$ cat config.mk
export PLATFORM = sky130hd
export DESIGN_NAME = postfix_integer_evaluator
export DESIGN_NICKNAME = d
export VERILOG_FILES = /design/src/rtl/pie_pkg.sv /design/src/rtl/pie_front.sv /design/src/rtl/pie_queue.sv /design/src/rtl/pie_back.sv /design/src/rtl/postfix_integer_evaluator.sv
export SDC_FILE = /design/constraint.sdc
export NUM_CORES = 2
export LEC_CHECK = 0
export ABC_AREA = 0
export BUFFER_PORTS_ARGS = -buffer_cell sky130_fd_sc_hd__buf_2
export CAP_MARGIN = 40
export CORE_ASPECT_RATIO = 1.2
export CORE_MARGIN = 2
export CORE_UTILIZATION = 35
export CTS_CLUSTER_DIAMETER = 120
export DETAILED_ROUTE_END_ITERATION = 6
export HOLD_SLACK_MARGIN = 0.1
export MAX_ROUTING_LAYER = met4
export PLACE_DENSITY_LB_ADDON = 0.05
export SYNTH_ARGS = -nofsm -noshare
export SYNTH_HDL_FRONTEND = slang
export SYNTH_SLANG_ARGS = --single-unit
$ cat constraint.sdc
create_clock -name clk -period 9.7 [get_ports clk]
set_input_delay 1.94 -clock clk [delete_from_list [all_inputs] [get_ports clk]]
set_output_delay 1.94 -clock clk [all_outputs]
set_load 0.01 [all_outputs]
$ cat src/rtl/pie_pkg.sv
// Package for the postfix integer evaluator.
// Holds the stack sizing constants, character codes, status codes and the
// command word that passes from the front end to the execution unit.
`timescale 1ns / 1ps

package pie_pkg;

	localparam int STACK_DEPTH = 64;
	localparam int SP_W        = $clog2(STACK_DEPTH + 1);
	localparam int ADDR_W      = $clog2(STACK_DEPTH);
	localparam int DATA_W      = 32;
	localparam int DEPTH_OUT_W = 7;
	localparam int DEPTH_MAX   = (1 << DEPTH_OUT_W) - 1;

	localparam int QUEUE_DEPTH = 4;
	localparam int QPTR_W      = $clog2(QUEUE_DEPTH);
	localparam int QCNT_W      = $clog2(QUEUE_DEPTH + 1);

	localparam int DIV_STEPS   = DATA_W;
	localparam int DIV_CNT_W   = $clog2(DIV_STEPS);

	localparam logic [7:0] CH_NUL   = 8'h00;
	localparam logic [7:0] CH_ZERO  = 8'h30;
	localparam logic [7:0] CH_NINE  = 8'h39;
	localparam logic [7:0] CH_PLUS  = 8'h2B;
	localparam logic [7:0] CH_MINUS = 8'h2D;
	localparam logic [7:0] CH_STAR  = 8'h2A;
	localparam logic [7:0] CH_SLASH = 8'h2F;

	localparam logic [2:0] ST_OK    = 3'd0;
	localparam logic [2:0] ST_EMPTY = 3'd1;
	localparam logic [2:0] ST_UNDER = 3'd2;
	localparam logic [2:0] ST_DIVZ  = 3'd3;
	localparam logic [2:0] ST_OVF   = 3'd4;

	typedef enum logic [2:0] {
		K_NONE = 3'd0,
		K_ADD  = 3'd1,
		K_SUB  = 3'd2,
		K_MUL  = 3'd3,
		K_DIV  = 3'd4,
		K_END  = 3'd5
	} cmd_kind_t;

	// One queued command: an optional number to push, then an operation.
	typedef struct packed {
		logic              has_push;
		logic [DATA_W-1:0] num;
		cmd_kind_t         kind;
	} cmd_t;

endpackage

$ cat src/rtl/pie_front.sv
// Front end of the postfix evaluator: accepts characters, builds numbers
// from digit runs and turns everything else into queued commands.
// Depends on pie_pkg.
`timescale 1ns / 1ps

module pie_front
	import pie_pkg::*;
(
	input  logic       clk,
	input  logic       arst_n,
	input  logic       in_valid,
	output logic       in_ready,
	input  logic [7:0] ch,
	input  logic       q_full,
	output logic       q_push,
	output cmd_t       q_data
);

	logic [DATA_W-1:0] acc_q;
	logic              in_num_q;
	logic              accept;
	logic              is_digit;
	cmd_kind_t         kind;
	logic [DATA_W-1:0] acc_next;

	assign in_ready = !q_full;
	assign accept   = in_valid && in_ready;

	always_comb begin
		is_digit = ch inside {[CH_ZERO:CH_NINE]};
		case (ch)
			CH_PLUS:  kind = K_ADD;
			CH_MINUS: kind = K_SUB;
			CH_STAR:  kind = K_MUL;
			CH_SLASH: kind = K_DIV;
			CH_NUL:   kind = K_END;
			default:  kind = K_NONE;
		endcase
	end

	// Times ten as two shifted copies, wrapping at 32 bits.
	assign acc_next = {acc_q[DATA_W-4:0], 3'b000} + {acc_q[DATA_W-2:0], 1'b0}
		+ DATA_W'(ch[3:0]);

	assign q_push = accept && !is_digit && (in_num_q || kind != K_NONE);
	assign q_data = '{has_push: in_num_q, num: acc_q, kind: kind};

	always_ff @(posedge clk or negedge arst_n) begin
		if (!arst_n) begin
			acc_q    <= '0;
			in_num_q <= 1'b0;
		end else if (accept) begin
			if (is_digit) begin
				acc_q    <= acc_next;
				in_num_q <= 1'b1;
			end else begin
				acc_q    <= '0;
				in_num_q <= 1'b0;
			end
		end
	end

endmodule

$ cat src/rtl/pie_queue.sv
// Small command queue between the front end and the execution unit.
// Depends on pie_pkg for the command word and the queue depth.
`timescale 1ns / 1ps

module pie_queue
	import pie_pkg::*;
(
	input  logic clk,
	input  logic arst_n,
	input  logic push,
	input  cmd_t push_data,
	output logic full,
	input  logic pop,
	output logic head_valid,
	output cmd_t head
);

	cmd_t              slot_q [QUEUE_DEPTH];
	logic [QPTR_W-1:0] wr_ptr_q;
	logic [QPTR_W-1:0] rd_ptr_q;
	logic [QCNT_W-1:0] cnt_q;
	logic              do_push;
	logic              do_pop;

	assign full       = cnt_q == QCNT_W'(QUEUE_DEPTH);
	assign head_valid = cnt_q != '0;
	assign head       = slot_q[rd_ptr_q];
	assign do_push    = push && !full;
	assign do_pop     = pop && head_valid;

	always_ff @(posedge clk) begin
		if (do_push) begin
			slot_q[wr_ptr_q] <= push_data;
		end
	end

	always_ff @(posedge clk or negedge arst_n) begin
		if (!arst_n) begin
			wr_ptr_q <= '0;
			rd_ptr_q <= '0;
			cnt_q    <= '0;
		end else begin
			if (do_push) begin
				wr_ptr_q <= wr_ptr_q + QPTR_W'(1);
			end
			if (do_pop) begin
				rd_ptr_q <= rd_ptr_q + QPTR_W'(1);
			end
			if (do_push && !do_pop) begin
				cnt_q <= cnt_q + QCNT_W'(1);
			end else if (do_pop && !do_push) begin
				cnt_q <= cnt_q - QCNT_W'(1);
			end
		end
	end

endmodule

$ cat src/rtl/pie_back.sv
// Execution unit of the postfix evaluator: owns the operand stack memory,
// runs pushes and operators, divides one quotient bit per cycle and
// drives the result register. Depends on pie_pkg.
`timescale 1ns / 1ps

module pie_back
	import pie_pkg::*;
(
	input  logic                       clk,
	input  logic                       arst_n,
	input  logic                       q_valid,
	input  cmd_t                       q_head,
	output logic                       q_pop,
	output logic                       out_valid,
	input  logic                       out_ready,
	output logic signed [DATA_W-1:0]   value,
	output logic [2:0]                 status,
	output logic [DEPTH_OUT_W-1:0]     depth_left
);

	typedef enum logic [10:0] {
		S_IDLE   = 11'b000_0000_0001,
		S_PUSH   = 11'b000_0000_0010,
		S_DISP   = 11'b000_0000_0100,
		S_RD_B   = 11'b000_0000_1000,
		S_RD_A   = 11'b000_0001_0000,
		S_EXEC   = 11'b000_0010_0000,
		S_DIV    = 11'b000_0100_0000,
		S_DFIX   = 11'b000_1000_0000,
		S_WB     = 11'b001_0000_0000,
		S_RD_END = 11'b010_0000_0000,
		S_OUT    = 11'b100_0000_0000
	} state_t;

	state_t            state_q;
	logic [SP_W-1:0]   sp_q;
	logic [2:0]        err_q;
	cmd_t              cmd_q;
	logic [DATA_W-1:0] a_q;
	logic [DATA_W-1:0] b_q;
	logic [DATA_W-1:0] res_q;
	logic [DATA_W-1:0] rem_q;
	logic [DATA_W-1:0] quo_q;
	logic [DATA_W-1:0] den_q;
	logic              neg_q;
	logic [DIV_CNT_W-1:0] cnt_q;

	logic [DATA_W-1:0] stack_mem [STACK_DEPTH];
	logic [DATA_W-1:0] rdata_q;
	logic [ADDR_W-1:0] raddr;
	logic [ADDR_W-1:0] waddr;
	logic [DATA_W-1:0] wdata;
	logic              we;

	logic              stack_full;
	logic [DATA_W:0]   trial;
	logic              fits;
	logic [DATA_W-1:0] sp_wide;
	logic              out_free;

	assign stack_full = sp_q >= SP_W'(STACK_DEPTH);
	assign q_pop      = (state_q == S_IDLE) && q_valid;
	assign out_free   = !out_valid || out_ready;
	assign sp_wide    = DATA_W'(sp_q);

	// The first operand sits one entry below the top.
	assign raddr = (state_q == S_RD_B) ? ADDR_W'(sp_q - SP_W'(2)) : ADDR_W'(sp_q - SP_W'(1));
	assign we    = ((state_q == S_PUSH) && (err_q == ST_OK) && !stack_full)
		|| (state_q == S_WB);
	assign waddr = (state_q == S_PUSH) ? ADDR_W'(sp_q) : ADDR_W'(sp_q - SP_W'(2));
	assign wdata = (state_q == S_PUSH) ? cmd_q.num : res_q;

	always_ff @(posedge clk) begin
		if (we) begin
			stack_mem[waddr] <= wdata;
		end
		rdata_q <= stack_mem[raddr];
	end

	// Restoring division step on magnitudes.
	assign trial = {rem_q, quo_q[DATA_W-1]};
	assign fits  = trial >= {1'b0, den_q};

	always_ff @(posedge clk or negedge arst_n) begin
		if (!arst_n) begin
			state_q   <= S_IDLE;
			sp_q      <= '0;
			err_q     <= ST_OK;
			out_valid <= 1'b0;
		end else begin
			if (out_valid && out_ready) begin
				out_valid <= 1'b0;
			end
			case (state_q)
				S_IDLE: begin
					if (q_valid) begin
						cmd_q   <= q_head;
						state_q <= q_head.has_push ? S_PUSH : S_DISP;
					end
				end
				S_PUSH: begin
					if (err_q == ST_OK) begin
						if (stack_full) begin
							err_q <= ST_OVF;
						end else begin
							sp_q <= sp_q + SP_W'(1);
						end
					end
					state_q <= S_DISP;
				end
				S_DISP: begin
					case (cmd_q.kind)
						K_END: begin
							state_q <= (sp_q != '0) ? S_RD_END : S_OUT;
						end
						K_ADD, K_SUB, K_MUL, K_DIV: begin
							if (err_q != ST_OK) begin
								state_q <= S_IDLE;
							end else if (sp_q < SP_W'(2)) begin
								err_q   <= ST_UNDER;
								state_q <= S_IDLE;
							end else begin
								state_q <= S_RD_B;
							end
						end
						default: state_q <= S_IDLE;
					endcase
				end
				S_RD_B: begin
					b_q     <= rdata_q;
					state_q <= S_RD_A;
				end
				S_RD_A: begin
					a_q     <= rdata_q;
					state_q <= S_EXEC;
				end
				S_EXEC: begin
					case (cmd_q.kind)
						K_ADD: begin
							res_q   <= a_q + b_q;
							state_q <= S_WB;
						end
						K_SUB: begin
							res_q   <= a_q - b_q;
							state_q <= S_WB;
						end
						K_MUL: begin
							res_q   <= a_q * b_q;
							state_q <= S_WB;
						end
						default: begin
							if (b_q == '0) begin
								err_q   <= ST_DIVZ;
								state_q <= S_IDLE;
							end else begin
								rem_q   <= '0;
								quo_q   <= a_q[DATA_W-1] ? (DATA_W'(0) - a_q) : a_q;
								den_q   <= b_q[DATA_W-1] ? (DATA_W'(0) - b_q) : b_q;
								neg_q   <= a_q[DATA_W-1] ^ b_q[DATA_W-1];
								cnt_q   <= '0;
								state_q <= S_DIV;
							end
						end
					endcase
				end
				S_DIV: begin
					rem_q <= fits ? DATA_W'(trial - {1'b0, den_q}) : trial[DATA_W-1:0];
					quo_q <= {quo_q[DATA_W-2:0], fits};
					cnt_q <= cnt_q + DIV_CNT_W'(1);
					if (cnt_q == DIV_CNT_W'(DIV_STEPS - 1)) begin
						state_q <= S_DFIX;
					end
				end
				S_DFIX: begin
					res_q   <= neg_q ? (DATA_W'(0) - quo_q) : quo_q;
					state_q <= S_WB;
				end
				S_WB: begin
					sp_q    <= sp_q - SP_W'(1);
					state_q <= S_IDLE;
				end
				S_RD_END: begin
					res_q   <= rdata_q;
					state_q <= S_OUT;
				end
				S_OUT: begin
					if (out_free) begin
						out_valid <= 1'b1;
						value     <= (sp_q != '0) ? res_q : '0;
						if (err_q != ST_OK) begin
							status <= err_q;
						end else if (sp_q == '0) begin
							status <= ST_EMPTY;
						end else begin
							status <= ST_OK;
						end
						depth_left <= (sp_wide > DATA_W'(DEPTH_MAX))
							? DEPTH_OUT_W'(DEPTH_MAX) : sp_wide[DEPTH_OUT_W-1:0];
						sp_q    <= '0;
						err_q   <= ST_OK;
						state_q <= S_IDLE;
					end
				end
				default: state_q <= S_IDLE;
			endcase
		end
	end

endmodule

$ cat src/rtl/postfix_integer_evaluator.sv
// Top level of the postfix integer evaluator.
// Instantiates pie_front, pie_queue and pie_back; depends on pie_pkg.
//
// Usage: characters of a postfix expression enter on the ch channel, one
// word per handshake. Digit runs form unsigned 32-bit numbers; + - * / pop
// two operands and push the result, wrapping to 32 bits, division toward
// zero. Other characters only end a pending number. A NUL character ends
// the expression and produces one result word (value, status, depth_left)
// on the output channel; the stack then clears for the next expression.
// Timing: the front end takes one character per cycle while the four-entry
// command queue has room. The execution unit takes commands only in S_IDLE,
// then S_PUSH for a pending number and S_DISP. + - * go on through S_RD_B,
// S_RD_A, S_EXEC and S_WB; / adds S_DIV (a radix-2 divider producing one
// quotient bit per cycle) and S_DFIX before S_WB; a NUL ends in S_OUT.
// Reset clears the stack pointer, the error state, the queue and the
// partial number. If the receiver stalls, the result register holds its
// word and the block keeps accepting characters until the queue fills.
`timescale 1ns / 1ps

module postfix_integer_evaluator
	import pie_pkg::*;
(
	input  logic                          clk,
	input  logic                          arst_n,
	input  logic                          in_valid,
	output logic                          in_ready,
	input  logic [7:0]                    ch,
	output logic                          out_valid,
	input  logic                          out_ready,
	output logic signed [DATA_W-1:0]      value,
	output logic [2:0]                    status,
	output logic [DEPTH_OUT_W-1:0]        depth_left
);

	logic q_full;
	logic q_push;
	cmd_t q_in;
	logic q_pop;
	logic q_valid;
	cmd_t q_head;

	pie_front u_front (
		.clk      (clk),
		.arst_n   (arst_n),
		.in_valid (in_valid),
		.in_ready (in_ready),
		.ch       (ch),
		.q_full   (q_full),
		.q_push   (q_push),
		.q_data   (q_in)
	);

	pie_queue u_queue (
		.clk        (clk),
		.arst_n     (arst_n),
		.push       (q_push),
		.push_data  (q_in),
		.full       (q_full),
		.pop        (q_pop),
		.head_valid (q_valid),
		.head       (q_head)
	);

	pie_back u_back (
		.clk        (clk),
		.arst_n     (arst_n),
		.q_valid    (q_valid),
		.q_head     (q_head),
		.q_pop      (q_pop),
		.out_valid  (out_valid),
		.out_ready  (out_ready),
		.value      (value),
		.status     (status),
		.depth_left (depth_left)
	);

endmodule

* Word-level counts from Yosys, hierarchy flattened
Memory sizes are Yosys's and may differ from the RTL's. A register that Yosys moved wholly into a read port is not among the register bits. Index checks and enable logic that the tools add are counted.
Operators by class: add/sub/neg operators 16, multiply operators 1, magnitude comparators 6, equal/unequal tests 35, muxes and demuxes 56, bitwise logic cells 3, reduce and logical (&&, ||, !) cells 46
Operators with widths (number):
- 32-bit 2-to-1 mux | 9
- 32-bit case mux with 3 select lines | 2
- 32-bit case mux with 2 select lines | 2
- 11-bit case mux with 10 select lines | 1
- 1-bit by 32-bit subtractor with 32-bit output (first input constant) | 3
- 11-bit 2-to-1 mux | 6
- 32-bit adder | 2
- 32-bit subtractor | 2
- 3-bit 2-to-1 mux | 12
- 33-bit by 32-bit greater-or-equal comparator with 1-bit output | 1
- 32-bit by 4-bit adder with 32-bit output | 1
- 8-bit by 6-bit equality test with 1-bit output (second input constant) | 4
- 32-bit logical NOT | 1
- 32-bit by 32-bit multiplier with 32-bit output | 1
- 31-bit 2-to-1 mux | 1
- 7-bit 2-to-1 mux | 4
- 11-bit case mux with 2 select lines | 1
- 7-bit case mux with 3 select lines | 1
- 2-bit by 1-bit != test with 1-bit output (second input constant) | 8
- 3-bit case mux with 5 select lines | 1
- 3-bit nonzero test | 5
- 1-bit logical AND | 12
- 6-bit 2-to-1 mux | 2
- 3-bit case mux with 4 select lines | 1
- other kinds (49) | 80
Word-level totals: bits in registers 337, bits in writable memories 2192, input port bits 12, output and inout port bits 44, logic and storage cells 188, memories kept 2
Memory list:
- u_back.stack_mem | words 64, width 32, rd ports 1, clocked after Yosys merged registers in 1, write ports 1, RTL line pie_back.sv:48 | logic [DATA_W-1:0] stack_mem [STACK_DEPTH];
- u_queue.slot_q | words 4, width 36, rd ports 1, clocked after Yosys merged registers in 0, write ports 1, RTL line pie_queue.sv:18 | cmd_t slot_q [QUEUE_DEPTH];

* Logic depth before layout (Yosys ltp)
depth after elaboration 10, mapped depth 29, gate-level depth less buffers 26

* By module
A second synthesis with hierarchy kept.
Unflattened totals: cells, all modules 10091, area, all modules 123659.8 um^2
By module, submodules not included:
- pie_back | instances 1, cells each 9458, area an instance 114621.2 um^2, sequential area each 70949.3 um^2
- pie_queue | instances 1, cells each 223, area an instance 5631.7 um^2, sequential area each 4499.3 um^2
- pie_front | instances 1, cells each 410, area an instance 3407.0 um^2, sequential area each 825.8 um^2

* Worst setup path before layout
OpenSTA, ideal clock, no wires.
path kind register -> register, start point register u_back.b_q[5], end point register u_back.res_q[29], data pin, setup time 0.265 ns, data arrival time 6.901 ns, data required time 9.435 ns, setup slack 2.534 ns, stages on the path, launching flop included 26, path buffers 3, period minus slack after synthesis 7.166 ns, cells stage by stage edfxtp_1 -> clkbuf_1 -> clkbuf_1 -> and2_1 -> fa_1 -> fa_1 -> fa_1 -> inv_1 -> fa_1 -> inv_1 -> fa_1 -> fa_1 -> fa_1 -> fa_1 -> ha_1 -> clkbuf_1 -> nand4_1 -> nor2_1 -> nand4_1 -> a21oi_1 -> o221ai_1 -> nand2b_1 -> mux2i_1 -> o21ai_0 -> o211ai_1 -> or3_1
Between the ends: word-level cells in the longest chain between the ends 3, elaborated cells on any way between the ends 5, classes of those cells add/sub (2); mul (1); mux (2)
RTL lines:
- from (decl) | RTL line pie_back.sv:40 | logic [DATA_W-1:0] b_q;
- from (signal assigned) | RTL line pie_back.sv:130 | b_q <= rdata_q;
- 32-bit by 32-bit multiplier with 32-bit output (tied with other cells) | RTL line pie_back.sv:148 | res_q <= a_q * b_q;
- 32-bit case mux with 3 select lines * | RTL line pie_back.sv:138 | case (cmd_q.kind)
- 32-bit case mux with 3 select lines * | RTL line pie_back.sv:94 | case (state_q)
- to (signal assigned) | RTL line pie_back.sv:140 | res_q <= a_q + b_q;
- to (signal assigned) | RTL line pie_back.sv:144 | res_q <= a_q - b_q;
- to (signal assigned) | RTL line pie_back.sv:148
- to (decl) | RTL line pie_back.sv:41 | logic [DATA_W-1:0] res_q;
Every way passes the cells marked *; elsewhere a longest branch is shown, timed or not. A chain may end at the register's enable or synchronous reset.

* Final worst setup path
start point register u_back.a_q[6], end point register u_back.res_q[29], data pin
Between the ends: word-level cells in the longest chain between the ends 3, elaborated cells on any way between the ends 5, classes of those cells add/sub (2); mul (1); mux (2)
RTL lines:
- from (decl) | RTL line pie_back.sv:39 | logic [DATA_W-1:0] a_q;
- from (signal assigned) | RTL line pie_back.sv:134 | a_q <= rdata_q;
- 32-bit by 32-bit multiplier with 32-bit output (tied with other cells) | RTL line pie_back.sv:148
- 32-bit case mux with 3 select lines * | RTL line pie_back.sv:138
- 32-bit case mux with 3 select lines * | RTL line pie_back.sv:94
Marks and branches as above.

==> metrics.md <==
| Metric | Value |
|---|---|
| Worst-Skew Late Latency | 970 ps |
| Worst Reg-to-Reg Cells | 24 |
| Antenna violations before repair | 35 |
| Port bufs | 55 |
| Clock-pin slew on the worst setup and hold paths | 60 ps |
| Via count | 85.4k |
| Fin crit share | 84.1% |
| RSZ-0062 raised after global routing | false |
| Clk buf depth | 4 |
| Final hold viol count | 0 |
| DR pass1 iterations | 6 |
| Yosys warning count | 0 |
| Die H | 699 um |
| Distinct cells, synth | 83 |
| DRT antenna net count | 0 |
| Crit path DAT | 8850 ps |
| Crit Path Class | reg -> reg |
| DIE WIDTH | 583 um |
| Die ar. | 408000 um^2 |
| Sequential-to-total area share from yosys stat | 54.1% |
| Power Density | 273 nW/um^2 |
| Hold path start | u_queue.rd_ptr_q[1]$_DFFE_PN0P_ |
| Leakage | 0.0609 uW |
| Clk sinks | 2561 |
| Avg Synthesized Cell Area | 14.3 um^2 |
| Worst VDD drop | 0.000385 V |
| Largest net degree at the start of global routing | 128 |
| DRC Markers | 0 |
| Crit Reg-Reg Endpoint | u_back.res_q[29]$_DFFE_PP_ |
| Endpoints failing setup | 0 |
| Slew @ Worst Pin | 1110 ps |
| Rows | 255 |
| Max cap viols | 0 |
| Crit. End Element | flip-flop |
| Worst Setup Start Kind | flip-flop |
| Crit-path max FO | 16 |
| Worst EP required | 10390 ps |
| Hold Crit Depth | 1 |
| Post-cts sizing count | 0 |
| Final WL | 478000 um |
| Post-synth EDFFs | 2467 |
| # Post-CTS Setup Buffers | 0 |
| First-pass GRT wire length | 675000 um |
| Total power draw | 43400 uW |
| Final net count | 10.6k |
| Hold Path Sink | u_queue.rd_ptr_q[1]$_DFFE_PN0P_ |
| Flops & latches, synth | 2561 |
| Ys async rst share | 2.42% |
| Slew margin rel. | 25.7% |
| Average wire per standard cell | 31.0 um |
| Post-detail-place hpwl | 308000 um |
| Setup TNS | 0 ps |
| Top Ports | 56 |
| Syn-to-layout area delta | 13.0% |
| Htree depth | 5 |
| RR Startpoint | u_back.a_q[6]$_DFFE_PP_ |
| Main flop type after synthesis | edfxtp_1 |
| Total grt overflow | 0 |
| Clk Tree Root Cell | clkbuf_16 |
| Final clock skew | 65.0 ps |
| Outcome | finished, final reports clean |
| R2R Setup Slk | 1540 ps |
| Cts hold-fix bufs | 0 |
| Initial drt markers | 6344 |
| Post-Synthesis Net Count | 10.5k |
| Vias per cell | 5.54 |
| Share of layout cells above drive strength 1 | 14.6% |
| Min-Delay Path Class | reg -> reg |
| Number of global-route vias before repair | 89.5k |
| CTS tree | built |
| Fmax | 0.123 GHz |
| Core area | 401000 um^2 |
| Total GRT Usage | 23.9% |
| Max-slew violations | 0 |
| Starting Density | 35.1% |
| Syn Inst Count | 9854 |
| Total clock buffers created by CTS | 302 |
| Syn Std Cell Area | 141000 um^2 |
| Post-layout minimum cycle time | 8160 ps |
| Final GP Congestion | 0.897 |
==> synthesized netlist by cell type, types with 15 or more instances <==
library cell / instances / area share (%)
edfxtp_1: 2467 / 53
mux2i_1: 2040 / 14
nand2_1: 657 / 1.7
clkbuf_1: 540 / 1.4
mux4_2: 460 / 7.4
inv_1: 453 / 1.2
fa_1: 413 / 5.9
and2_1: 356 / 1.6
ha_1: 261 / 2.3
nor2_1: 260 / 0.69
a211oi_1: 186 / 0.99
xnor2_1: 175 / 1.1
a21oi_1: 156 / 0.55
o21ai_0: 150 / 0.53
xor2_1: 114 / 0.71
a22oi_1: 89 / 0.47
nand3_1: 86 / 0.31
nor2b_1: 78 / 0.35
nor3_1: 72 / 0.26
mux2_2: 67 / 0.54
buf_1: 66 / 0.18
dfrtp_1: 61 / 1.1
a311oi_1: 60 / 0.37
a21o_1: 50 / 0.27
o22ai_1: 48 / 0.21
buf_2: 39 / 0.14
o31ai_1: 37 / 0.20
or3_1: 36 / 0.16
dfxtp_1: 32 / 0.45
nand2b_1: 29 / 0.13
a22o_1: 28 / 0.17
a31oi_1: 22 / 0.098
nand4_1: 21 / 0.093
and3_1: 18 / 0.080
o21a_1: 18 / 0.096
o21bai_1: 18 / 0.096
o221ai_1: 15 / 0.093
==> area by class of cell <==
class	instances	area (um^2)
clock inverters	142	1330
diodes	12	30.0
clock buffers	398	8180
inverters	455	1710
fillers	37300	242000
flip-flops and latches	2561	76300
repair buffers	381	3650
multi-input cells	6193	61400
well taps	5268	6590
==> metal layers <==
metal | routed length, um | vias up | share of wire [%] | global-route usage (%)
met4 | 23300 | 0 | 4.9 | 10.2
met3 | 18500 | 804 | 3.9 | 2.43
li1 | - | 37300 | - | -
met1 | 199000 | 45200 | 42 | 29.4
met5 | 0 | - | 0 | -
met2 | 236000 | 2098 | 50 | 39.8
==> critical path: stages (launching register included) <==
cell,delay (ps)
edfxtp_1,900
buf_4,370
nand2_1,110
fa_1,440
inv_1,80
fa_1,410
inv_1,80
fa_1,430
fa_1,500
fa_1,620
inv_1,70
fa_1,500
fa_1,430
fa_1,500
ha_1,380
a21oi_1,170
o21ai_0,160
o21ai_0,300
nand3_1,120
o221ai_1,300
nand2b_1,150
mux2i_1,130
o21ai_0,200
o211ai_1,100
or3_1,390
==> stage by stage <==
stage / instances / util (%) / worst slack [ps] / hold slack [ps] / cell area, um^2
after floorplan: 9854 / - / 2530 / 424 / 141000
after global placement: 14800 / 37.0 / 1310 / 505 / 149000
after detailed placement: 14900 / 37.3 / 1510 / 501 / 150000
after CTS: 15400 / 39.7 / 1470 / 513 / 159000
after global routing: 15400 / 39.7 / 1170 / 546 / 159000
final: 15400 / 39.7 / 1540 / 511 / 159000
==> power breakdown <==
part | switching [uW] | total [uW] | leakage, uW | internal (uW)
combinational | 11300 | 19000 | 0.0329 | 7650
clock | 4830 | 11200 | 0.00463 | 6370
sequential | 434 | 13300 | 0.0234 | 12800
total | 16600 | 43400 | 0.0609 | 26800
==> kinds of logic (layout without fill, tap and decap cells) <==
| group | count (synthesis) | in the layout | synth area share [%] |
|---|---|---|---|
| multiplexers | 2568 | 2568 | 22.4 |
| buffers and inverters | 1100 | 1376 | 2.96 |
| AO/OA/AOI/OAI | 976 | 976 | 4.75 |
| AND/OR/NAND/NOR | 1685 | 1685 | 5.79 |
| other | 0 | 12 | 0 |
| adder cells (fa/ha/maj) | 674 | 674 | 8.18 |
| flip-flops | 2561 | 2561 | 54.1 |
| XOR/XNOR | 290 | 290 | 1.81 |
==> how the worst max path moves through the flow <==
stage                             from                    endpoint  slack [ps]  cells past startpoint
2_1_floorplan  u_back.b_q[5]$_DFFE_PP_  u_back.res_q[29]$_DFFE_PP_        2530                     25
3_3_place_gp   u_back.b_q[8]$_DFFE_PP_  u_back.res_q[29]$_DFFE_PP_        1310                     21
3_5_place_dp   u_back.b_q[5]$_DFFE_PP_  u_back.res_q[29]$_DFFE_PP_        1510                     23
4_1_cts        u_back.b_q[5]$_DFFE_PP_  u_back.res_q[29]$_DFFE_PP_        1470                     23
5_1_grt        u_back.b_q[5]$_DFFE_PP_  u_back.res_q[29]$_DFFE_PP_        1170                     23
6_report       u_back.a_q[6]$_DFFE_PP_  u_back.res_q[29]$_DFFE_PP_        1540                     24
==> sequential cells by signal, summed over array words and instances, names as in the netlist, 3 cells and up <==
name,count
u_back.cnt_q,5
u_back.depth_left,7
u_back.cmd_q,35
u_back.value,32
u_back.err_q,3
u_back.stack_mem,2048
u_back.status,3
u_queue.cnt_q,3
u_front.acc_q,32
u_back.rdata_q,32
u_back.sp_q,7
u_back.den_q,32
u_back.quo_q,32
u_back.state_q,11
u_back.b_q,32
u_back.res_q,32
u_back.a_q,32
u_back.rem_q,32
u_queue.slot_q,144
==> cells in the final DEF, fill, tap and decap left out, types with 55 or more instances in the layout <==
cell	netlist	layout
nor3_1	72	68
edfxtp_1	2467	2467
dfrtp_1	61	58
a21oi_1	156	154
mux2i_1	2040	2040
nor2_4	0	73
xnor2_1	175	172
a22oi_1	89	89
xor2_1	114	114
o21ai_0	150	149
nand2_1	657	622
mux2_2	67	67
ha_1	261	260
clkbuf_1	540	80
clkbuf_16	0	311
a211oi_1	186	185
and2_1	356	352
fa_1	413	413
buf_4	0	248
a311oi_1	60	60
mux4_2	460	460
inv_1	453	453
buf_2	39	67
nor2b_1	78	78
clkinv_1	2	55
nand3_1	86	85
nor2_1	260	185
No activity file was read; power rests on OpenSTA's default activity.
